## src/rtl/tcmrf_pkg.sv

```systemverilog
// ----------------------------------------------------------------------------
// tcmrf_pkg
// Types, codes and sizes shared by the tilt class minimum run filter.
// ----------------------------------------------------------------------------
package tcmrf_pkg;

	// run length counter width and the width used to compare it with a minimum
	localparam int RUN_WIDTH = 16;
	localparam int MIN_WIDTH = 16;
	localparam int CMP_WIDTH = (RUN_WIDTH > MIN_WIDTH) ? RUN_WIDTH : MIN_WIDTH;

	// result queue
	localparam int FIFO_DEPTH = 4;
	localparam int FIFO_AW    = $clog2(FIFO_DEPTH);
	localparam int FIFO_CW    = $clog2(FIFO_DEPTH + 1);

	localparam logic [15:0] COUNT_MAX = 16'hFFFF;

	typedef enum logic [1:0] {
		CLASS_REST = 2'd0,
		CLASS_POS  = 2'd1,
		CLASS_NEG  = 2'd2,
		CLASS_MID  = 2'd3
	} class_t;

	typedef enum logic [2:0] {
		REG_DEAD_BAND   = 3'd0,
		REG_HIGH_LEVEL  = 3'd1,
		REG_MIN_RUN_REST = 3'd2,
		REG_MIN_RUN_POS = 3'd3,
		REG_MIN_RUN_NEG = 3'd4
	} reg_idx_t;

	typedef struct packed {
		logic signed [15:0] sample;
		logic               last_sample;
	} in_item_t;

	typedef struct packed {
		class_t      class_code;
		logic        run_qualified;
		logic [15:0] event_index;
		logic        stream_end;
	} out_item_t;

	typedef struct packed {
		logic [14:0] dead_band;
		logic [14:0] high_level;
		logic [15:0] min_run_rest;
		logic [15:0] min_run_positive;
		logic [15:0] min_run_negative;
	} cfg_regs_t;

endpackage

```

## src/rtl/tilt_class_min_run_filter.sv

```systemverilog
// ----------------------------------------------------------------------------
// tilt_class_min_run_filter
// Classifies accelerometer samples and reports runs of one class that last
// longer than the minimum set for that class.
// ----------------------------------------------------------------------------
//  channel  direction  handshake            payload
//  in       in         in_valid / in_stall  in_data   (sample, last_sample)
//  out      out        out_valid/ out_stall out_data  (class_code, run_qualified,
//                                                      event_index, stream_end)
//  cfg      in         cfg_valid/ cfg_ready cfg_index, cfg_data
//
// A sample enters the input register and is classified and resolved once the
// four-entry queue has room for both its results, which leave one per cycle
// while the output is not stalled. One sample a cycle is taken while the
// queue has room for two results; a sample giving two results takes two entries.
// Reset clears the stream state, the registers and the queue; no sweep.
// A stalled output holds the queue; the input stalls once a sample is held and fewer than two entries are free.
// ----------------------------------------------------------------------------
module tilt_class_min_run_filter import tcmrf_pkg::*; (
	input  logic        clk,
	input  logic        arst_n,
	input  logic        in_valid,
	output logic        in_stall,
	input  in_item_t    in_data,
	output logic        out_valid,
	input  logic        out_stall,
	output out_item_t   out_data,
	input  logic        cfg_valid,
	output logic        cfg_ready,
	input  logic [2:0]  cfg_index,
	input  logic [15:0] cfg_data
);

	cfg_regs_t          cfg_q;
	logic               valid_s1;
	in_item_t           item_s1;
	logic               proc;
	logic               accept;
	logic [1:0]         push_cnt;
	out_item_t          res0;
	out_item_t          res1;
	logic [FIFO_CW-1:0] fifo_count;

	assign cfg_ready = 1'b1;

	always_ff @(posedge clk or negedge arst_n) begin
		if (!arst_n) begin
			cfg_q <= '0;
		end else if (cfg_valid && cfg_ready) begin
			unique case (cfg_index)
				REG_DEAD_BAND:    cfg_q.dead_band        <= cfg_data[14:0];
				REG_HIGH_LEVEL:   cfg_q.high_level       <= cfg_data[14:0];
				REG_MIN_RUN_REST: cfg_q.min_run_rest     <= cfg_data;
				REG_MIN_RUN_POS:  cfg_q.min_run_positive <= cfg_data;
				REG_MIN_RUN_NEG:  cfg_q.min_run_negative <= cfg_data;
				default: ;
			endcase
		end
	end

	// resolve the held sample only when the queue can take both its results
	assign proc     = valid_s1 && (fifo_count <= FIFO_CW'(FIFO_DEPTH - 2));
	assign in_stall = valid_s1 && !proc;
	assign accept   = in_valid && !in_stall;

	always_ff @(posedge clk or negedge arst_n) begin
		if (!arst_n) begin
			valid_s1 <= 1'b0;
		end else if (accept) begin
			valid_s1 <= 1'b1;
		end else if (proc) begin
			valid_s1 <= 1'b0;
		end
	end

	always_ff @(posedge clk) begin
		if (accept) begin
			item_s1 <= in_data;
		end
	end

	tcmrf_core u_core (
		.clk        (clk),
		.arst_n     (arst_n),
		.cfg        (cfg_q),
		.item_valid (proc),
		.item       (item_s1),
		.push_cnt   (push_cnt),
		.res0       (res0),
		.res1       (res1)
	);

	tcmrf_fifo u_fifo (
		.clk      (clk),
		.arst_n   (arst_n),
		.push_cnt (push_cnt),
		.din0     (res0),
		.din1     (res1),
		.pop      (out_valid && !out_stall),
		.dout     (out_data),
		.count    (fifo_count)
	);

	assign out_valid = fifo_count != '0;

endmodule

```

## src/rtl/tcmrf_core.sv

```systemverilog
// ----------------------------------------------------------------------------
// tcmrf_core
// Sample classifier and run tracker: holds the stream state and forms up to
// two results for each sample it is handed.
// ----------------------------------------------------------------------------
module tcmrf_core import tcmrf_pkg::*; (
	input  logic      clk,
	input  logic      arst_n,
	input  cfg_regs_t cfg,
	input  logic      item_valid,
	input  in_item_t  item,
	output logic [1:0] push_cnt,
	output out_item_t res0,
	output out_item_t res1
);

	localparam logic [RUN_WIDTH-1:0] RUN_MAX = {RUN_WIDTH{1'b1}};

	class_t               prev_class_q;
	logic                 have_prev_q;
	logic [RUN_WIDTH-1:0] run_len_q;
	logic [15:0]          count_q;

	logic [16:0]          sx;
	logic [16:0]          mag;
	logic                 is_rest;
	logic                 is_over;
	class_t               cls;
	logic                 change;
	logic                 qual_prev;
	logic                 qual_last;
	logic [RUN_WIDTH-1:0] len_next;
	logic [15:0]          count_inc;
	out_item_t            r_change;
	out_item_t            r_close;

	function automatic logic qualifies(class_t c, logic [RUN_WIDTH-1:0] len,
			cfg_regs_t r);
		logic [CMP_WIDTH-1:0] l;
		logic                 q;
		l = CMP_WIDTH'(len);
		unique case (c)
			CLASS_REST: q = l > CMP_WIDTH'(r.min_run_rest);
			CLASS_POS:  q = l > CMP_WIDTH'(r.min_run_positive);
			CLASS_NEG:  q = l > CMP_WIDTH'(r.min_run_negative);
			default:    q = 1'b0;
		endcase
		return q;
	endfunction

	always_comb begin
		// full magnitude, so the most negative sample reads as 32768
		sx      = {item.sample[15], item.sample};
		mag     = item.sample[15] ? (~sx + 17'd1) : sx;
		is_rest = mag <= {2'b00, cfg.dead_band};
		is_over = mag > {2'b00, cfg.high_level};
		priority if (is_rest) begin
			cls = CLASS_REST;
		end else if (is_over && !item.sample[15]) begin
			cls = CLASS_POS;
		end else if (is_over) begin
			cls = CLASS_NEG;
		end else begin
			cls = CLASS_MID;
		end

		change    = have_prev_q && (cls != prev_class_q);
		qual_prev = change && qualifies(prev_class_q, run_len_q, cfg);
		if (change) begin
			len_next = RUN_WIDTH'(1);
		end else if (run_len_q != RUN_MAX) begin
			len_next = run_len_q + RUN_WIDTH'(1);
		end else begin
			len_next = run_len_q;
		end
		count_inc = (count_q != COUNT_MAX) ? count_q + 16'd1 : count_q;
		qual_last = qualifies(cls, len_next, cfg);

		r_change.class_code    = prev_class_q;
		r_change.run_qualified = 1'b1;
		r_change.event_index   = count_q;
		r_change.stream_end    = 1'b0;

		r_close.class_code    = qual_last ? cls : CLASS_REST;
		r_close.run_qualified = qual_last;
		r_close.event_index   = qual_prev ? count_inc : count_q;
		r_close.stream_end    = 1'b1;

		push_cnt = item_valid ? ({1'b0, qual_prev} + {1'b0, item.last_sample}) : 2'd0;
		res0     = qual_prev ? r_change : r_close;
		res1     = r_close;
	end

	always_ff @(posedge clk or negedge arst_n) begin
		if (!arst_n) begin
			prev_class_q <= CLASS_REST;
			have_prev_q  <= 1'b0;
			run_len_q    <= '0;
			count_q      <= '0;
		end else if (item_valid) begin
			if (item.last_sample) begin
				// close the stream and start afresh
				prev_class_q <= CLASS_REST;
				have_prev_q  <= 1'b0;
				run_len_q    <= '0;
				count_q      <= '0;
			end else begin
				prev_class_q <= cls;
				have_prev_q  <= 1'b1;
				run_len_q    <= len_next;
				count_q      <= qual_prev ? count_inc : count_q;
			end
		end
	end

endmodule

```

## src/rtl/tcmrf_fifo.sv

```systemverilog
// ----------------------------------------------------------------------------
// tcmrf_fifo
// Small result queue that takes up to two results a cycle and hands out one.
// ----------------------------------------------------------------------------
module tcmrf_fifo import tcmrf_pkg::*; (
	input  logic               clk,
	input  logic               arst_n,
	input  logic [1:0]         push_cnt,
	input  out_item_t          din0,
	input  out_item_t          din1,
	input  logic               pop,
	output out_item_t          dout,
	output logic [FIFO_CW-1:0] count
);

	out_item_t          slot_q [FIFO_DEPTH];
	logic [FIFO_AW-1:0] wptr_q;
	logic [FIFO_AW-1:0] rptr_q;
	logic [FIFO_CW-1:0] count_q;
	logic [FIFO_AW-1:0] wptr_p1;

	assign wptr_p1 = wptr_q + FIFO_AW'(1);
	assign dout    = slot_q[rptr_q];
	assign count   = count_q;

	always_ff @(posedge clk) begin
		if (push_cnt != 2'd0) begin
			slot_q[wptr_q] <= din0;
		end
		if (push_cnt == 2'd2) begin
			slot_q[wptr_p1] <= din1;
		end
	end

	always_ff @(posedge clk or negedge arst_n) begin
		if (!arst_n) begin
			wptr_q  <= '0;
			rptr_q  <= '0;
			count_q <= '0;
		end else begin
			wptr_q  <= wptr_q + FIFO_AW'(push_cnt);
			rptr_q  <= rptr_q + FIFO_AW'(pop);
			count_q <= count_q + FIFO_CW'(push_cnt) - FIFO_CW'(pop);
		end
	end

endmodule

```

## config.mk

```make
export PLATFORM = sky130hd
export DESIGN_NAME = tilt_class_min_run_filter
export DESIGN_NICKNAME = d
export VERILOG_FILES = /design/src/rtl/tcmrf_pkg.sv /design/src/rtl/tilt_class_min_run_filter.sv /design/src/rtl/tcmrf_core.sv /design/src/rtl/tcmrf_fifo.sv
export SDC_FILE = /design/constraint.sdc
export NUM_CORES = 1
export LEC_CHECK = 0
export BUFFER_PORTS_ARGS = -buffer_cell sky130_fd_sc_hd__buf_2
export CAP_MARGIN = 20
export CORE_MARGIN = 2
export CORE_UTILIZATION = 31
export CTS_CLUSTER_DIAMETER = 50
export DETAILED_ROUTE_END_ITERATION = 8
export SYNTH_ARGS = -nofsm -noshare
export SYNTH_HDL_FRONTEND = slang
export SYNTH_SLANG_ARGS = --single-unit
```

## constraint.sdc

```tcl
create_clock -name clk -period 5.1 [get_ports clk]
set_input_delay 0.51 -clock clk [delete_from_list [all_inputs] [get_ports clk]]
set_output_delay 0.51 -clock clk [all_outputs]
set_load 0.1 [all_outputs]
```

# Word level (Yosys, flattened, before mapping)
# Memories as Yosys holds them, arrays and structs flattened.
# Cells that the tools add are included.
[totals] register_bits=138 ram_bits=80 input_bits=41 out_inout_bits=23 elab_cells=92 n_memories=1
[mem_list] memory="u_fifo.slot_q" depth=4 width=20 rd=1 rd_clocked_by_memory_dff=0 write_ports=2 line_no="tcmrf_fifo.sv:16" text="out_item_t slot_q [FIFO_DEPTH];"
[classes] addsub=9 order_cmp=9 n_eq_ne=12 n_mux=23 bitwise_logic=1 reduce_logical=22
[op_table] cell="greater-than comparator 16 bit" count=6
[op_table] cell="two-way mux 16 bit" count=6
[op_table] cell="adder 16 x 1 -> 16 bit, second input constant" count=2
[op_table] cell="inequality test 16 bit, second input constant" count=2
[op_table] cell="two-way mux 20 bit" count=1
[op_table] cell="adder 17 x 1 -> 17 bit, second input constant" count=1
[op_table] cell="greater-than comparator 17 x 15 -> 1 bit" count=1
[op_table] cell="less-or-equal comparator 17 x 15 -> 1 bit" count=1
[op_table] cell="two-way mux 17 bit" count=1
[op_table] cell="inverter 17 bit" count=1
[op_table] cell="two-way mux 2 bit" count=5
[op_table] cell="AND reduction 2 bit" count=5
[op_table] cell="two-way mux 1 bit" count=8
[op_table] cell="logical AND 1 bit" count=7
[op_table] cell="equality test 2 bit, second input constant" count=3
[op_table] cell="equality test 3 x 2 -> 1 bit, second input constant" count=2
[op_table] cell="case mux 1 bit (3 select lines)" count=2
[op_table] cell="equality test 2 x 1 -> 1 bit, second input constant" count=2
[op_table] cell="zero test 1 bit" count=4
[op_table] cell="zero test 2 bit" count=2
[op_table] cell="nonzero test 2 bit" count=2
[op_table] cell="adder 3 x 2 -> 3 bit" count=1
[op_table] cell="equality test 3 x 1 -> 1 bit, second input constant" count=1
[op_table] cell="equality test 3 bit, second input constant" count=1
[op_table] cell="other kinds (9)" count=9

# Longest topological paths before layout
[logic_depth] depth_word=15 ltp_mapped=24 mapped_depth_nobuf=23

# By module
# A second synthesis with hierarchy kept.
[unflattened] hier_cells=1209 hier_area_um2=14022.2
[by_module_without_submodules] mod="tcmrf_core" n_inst=1 cells_per_inst=783 area_each_um2=5952.0 seq_area_each_um2=875.8
[by_module_without_submodules] mod="tcmrf_fifo" n_inst=1 cells_per_inst=229 area_each_um2=4420.5 seq_area_each_um2=2577.5
[by_module_without_submodules] mod="tilt_class_min_run_filter" n_inst=1 cells_per_inst=197 area_each_um2=3649.8 seq_area_each_um2=2487.4

# Worst setup path after synthesis
# No wires, ideal clock.
[synth_path] path_kind="reg2reg" start="register item_s1[8] (netlist name)" end="memory u_fifo.slot_q[1][10] (netlist name), enable pin" setup_ns=0.376 t_arrival_ns=5.069 t_required_ns=4.724 slack_ns=-0.345 stages_incl_launch_ff=20 path_buffers=3 path_cell_list="edfxtp_1 -> or4_4 -> or3_4 -> o31ai_1 -> xnor2_1 -> ha_1 -> a211oi_1 -> o21ai_0 -> or3_1 -> a21oi_1 -> a21oi_2 -> nand3_1 -> inv_2 -> buf_4 -> ha_1 -> clkbuf_1 -> o21ai_1 -> or2_2 -> clkbuf_1 -> nand2_1"
[synth_rtl] element="start: declaration" line_no="tilt_class_min_run_filter.sv:36" text="in_item_t item_s1;"
[synth_rtl] element="start signal: assignment" line_no="tilt_class_min_run_filter.sv:78" text="item_s1 <= in_data;"
[synth_rtl] element="end: declaration" line_no="tcmrf_fifo.sv:16"

==> impl_metrics.tcl <==
set metrics [dict create \
    seq_area_frac_synth_pct 42.6 \
    start_kind "register" \
    ys_ff_latch 218 \
    slew_viol_final 0 \
    nets 1688 \
    wl_met2_mm 19.1 \
    power.internal_mw 4.62 \
    start_util_pct 31.4 \
    power_density_nw_per_um2 481 \
    cts.reportedPaths.clkPinSlew_ns 0.06 \
    met3_length_mm 2.32 \
    drt-wirelength-per-cell_um 19.1 \
    fillers 4417 \
    io_buffer_count 62 \
    peakVddDrop_mv 0.385 \
    clockBufferDepth 3 \
    area_delta_synth_final_pct 21.8 \
    path_cells "or4_4 -> or3_4 -> o31ai_4 -> xnor2_2 -> ha_4 -> nand4_1 -> or4_4 -> o211a_4 -> a21oi_4 -> a21oi_2 -> and2_4 -> buf_12 -> nor2_1 -> ha_1 -> a21o_1 -> a21oi_2 -> o211ai_1 -> o221a_2 -> nor2_1 -> o22a_1 -> a21boi_0" \
    syn_area_um2 13800 \
    cpPeakStageDelay_ns 0.54 \
    grt_pass1_wl_mm 64.6 \
    synth_top_area_share_pct 21.9 \
    p_sw_mw 3.50 \
    cp-end-kind "register" \
    report.final.setup_viol 12 \
    fin_skew_ns 0.0404 \
    hold_viol 0 \
    synthesis.nets 1579 \
    p_total_mw 8.12 \
    yosysUniqueCellTypes 77 \
    maxSlewHeadroom_pct 28.8 \
    p_comb_share_pct 44.3 \
    p_clk_share_pct 26.1 \
    grt_max_degree 44 \
    netSwitchingFraction_pct 43.1 \
    critPathRequiredTime_ns 5.44 \
    die_width_um 215 \
    maxCapViolations 0 \
    critical_path_class "register to register" \
    fmax_mhz 193 \
    final_antenna_net_count 0 \
    netlist_top_cells_area "dfrtp_1 (22%), edfxtp_1 (20%), ha_1 (12%), o21ai_0 (4.8%), nand2_1 (3.8%)" \
    synthArstFlopShare_pct 55.5 \
    rrSetupSlack_ns -0.09 \
    avgSynthCellArea_um2 9.87 \
    floorplan.die.height_um 215 \
    yosys_warnings 0 \
    worstPathMaxFanout 18 \
    firstDrtPassIters 5 \
    drt_iter0_markers 853 \
    yosys.area.top_type "dfrtp_1" \
    cts-root-buf "clkbuf_16" \
    hp-class "primary input to register" \
    rows 77 \
    grt_pass1_vias 11500 \
    hpwl_mm 29.4 \
    leakagePower_nw 6.94 \
    overflow 0 \
    dieArea_um2 46400 \
    place_congestion 0.963 \
    num_vias 11600 \
    cp_slowest_cell "or4_4" \
    p_seq_share_pct 29.6 \
    cts_buffers 30 \
    syn-instance-count 1402 \
    insertion_delay_ns 0.59 \
    min_period_ns 5.19 \
    status "finished with violations" \
    drive_gt1_share_pct 22.2 \
    io-pin-count 64 \
    totalNegativeSetupSlack_ns -0.930 \
    post-route-period-util_pct 102 \
    failed_checks "setup timing" \
    grt_util_all_layers_pct 17.5 \
    cts_sinks 218 \
    holdWs_ns 0.101 \
    worst_pin_slew_ns 1.05 \
    drc 0 \
    highest_layer "met4" \
    rsz0062_at_grt "yes" \
    met1_length_mm 17.8 \
    finish.utilization_pct 38.2 \
    critical_path_buf_inv_count 1 \
    worst_slack_ns -0.0892 \
    ys.flop_type "dfrtp_1" \
    htree_levels 1 \
    cts_tree "yes" \
    synth-edff-count 93 \
    viasPerCell 5.45 \
    core_region_area_um2 44100 \
    cp_data_arrival_time_ns 5.53 \
    diodes 0 \
    antenna_found_initial 0 \
    drt_wl_total_mm 40.7 \
    crit_family "simple AND/OR/NAND/NOR gates" \
]
==> state kept, by name, indices dropped and copies added (netlist names) <==
register             flops
cfg_q                   78
item_s1                 17
u_core.count_q          16
u_core.have_prev_q       1
u_core.prev_class_q      2
u_core.run_len_q        16
u_fifo.count             3
u_fifo.rptr_q            2
u_fifo.slot_q           80
u_fifo.wptr_q            2
valid_s1                 1
==> metrics by stage <==
stage | setup slack [ns] | cells | cell area [um2]
detailed placement | -0.455 | 2066 | 15500
global route | -0.304 | 2126 | 16900
CTS | -0.114 | 2124 | 16600
finish | -0.0892 | 2126 | 16900
global placement | -0.336 | 2066 | 15500
floorplan | 0.000971 | 1402 | 13900
==> cell usage after synthesis, types with 4 or more instances <==
master / count
and4_1: 4
buf_4: 6
a32oi_1: 11
inv_1: 95
o22ai_1: 9
o21ai_0: 132
clkbuf_1: 73
nand2b_1: 12
o31ai_1: 17
or2_2: 5
a21o_1: 23
nor4_1: 4
dfrtp_1: 121
dfxtp_1: 4
nor2_1: 48
xnor2_1: 18
or3_1: 14
nand3_1: 43
a31o_2: 8
nor3_1: 33
nor3b_1: 4
ha_1: 135
a22o_1: 18
nand4_1: 34
a21oi_1: 57
edfxtp_1: 93
a41oi_1: 10
mux2_2: 20
and2_1: 6
a211oi_1: 10
nor2b_1: 16
nand2_1: 141
a31oi_1: 55
o211ai_1: 9
a32o_1: 5
o41ai_1: 7
xor2_1: 11
and3_1: 5
mux4_2: 20
buf_2: 6
a21boi_0: 6
o21a_1: 4
==> layer usage <==
metal  vias up  track usage [%]
met4         0             6.44
met5         -                0
li1       5467                -
met1      5603             23.3
met3       105             2.32
met2       406             29.1
==> layout make-up <==
type                    instances  area [um2]  share of cell area (%)
multi-input cells             998        7590                    45.0
flip-flops and latches        218        5900                    35.0
repair buffers                167        1230                    7.31
clock buffers                  36         825                    4.89
well taps                     592         741                    4.39
inverters                      96         360                    2.14
clock inverters                19         208                    1.23
==> what timing repair did <==
action,in CTS,in global routing
gates resized for setup,18,33
buffers inserted,2,2
hold buffers,1,0
pin swaps,17,13
endpoints found under the setup margin,31,116
endpoints found under the hold margin,41,0
==> path summary, 6_finish.rpt <==
| kind | start | endpoint | depth (start not counted) |
|---|---|---|---|
| min in group asynchronous | arst_n | cfg_q[52]$_DFFE_PN0P_ | 2 |
| worst min-delay path | in_data[0] | item_s1[0]$_DFFE_PP_ | 1 |
| worst max-delay path | item_s1[8]$_DFFE_PP_ | u_fifo.slot_q[0][17]$_DFFE_PP_ | 21 |
| worst min register to register | u_fifo.slot_q[0][0]$_SDFFE_PP1P_ | u_fifo.slot_q[0][0]$_SDFFE_PP1P_ | 2 |
| max in group asynchronous | arst_n | cfg_q[36]$_DFFE_PN0P_ | 3 |
| worst max register to register | item_s1[8]$_DFFE_PP_ | u_fifo.slot_q[0][17]$_DFFE_PP_ | 21 |
==> layout by cell type (no fill, tap or decap), drive strengths merged, types with 12 or more instances in the layout <==
cell type    n
a22o        18
a31oi       55
nand2      141
a21o        23
mux4        20
inv        102
o21ai      134
ha         135
buf        166
nand3       43
clkbuf      36
nor3        34
mux2        21
nand2b      12
o31ai       17
nand4       35
nor2b       16
xnor2       18
edfxtp      93
a21oi       58
dfrtp      121
nor2        48
or3         15
==> logic make-up after synthesis <==
logic type               count (synthesis)  share of synthesized area [%]
adder cells (fa/ha/maj)                136                           12.3
XOR/XNOR                                29                           1.84
buffers and inverters                  186                           5.42
multiplexers                            43                           5.13
AO/OA/AOI/OAI                          404                           18.8
AND/OR/NAND/NOR                        385                           13.8
flip-flops                             218                           42.6
other                                    1                         0.0271
==> power groups by stage <==
| stage | sequential (mW) | clock (mW) | combinational, mW |
|---|---|---|---|
| 6_report | 2.40 | 2.12 | 3.59 |
| 5_1_grt | 2.44 | 2.25 | 3.87 |
| 4_1_cts | 2.40 | 2.17 | 3.51 |
| 3_5_place_dp | 2.44 | 0 | 3.45 |
| 3_3_place_gp | 2.42 | 0 | 3.39 |
| 2_1_floorplan | 2.31 | 0 | 2.55 |
No activity file was read; power rests on OpenSTA's default activity.
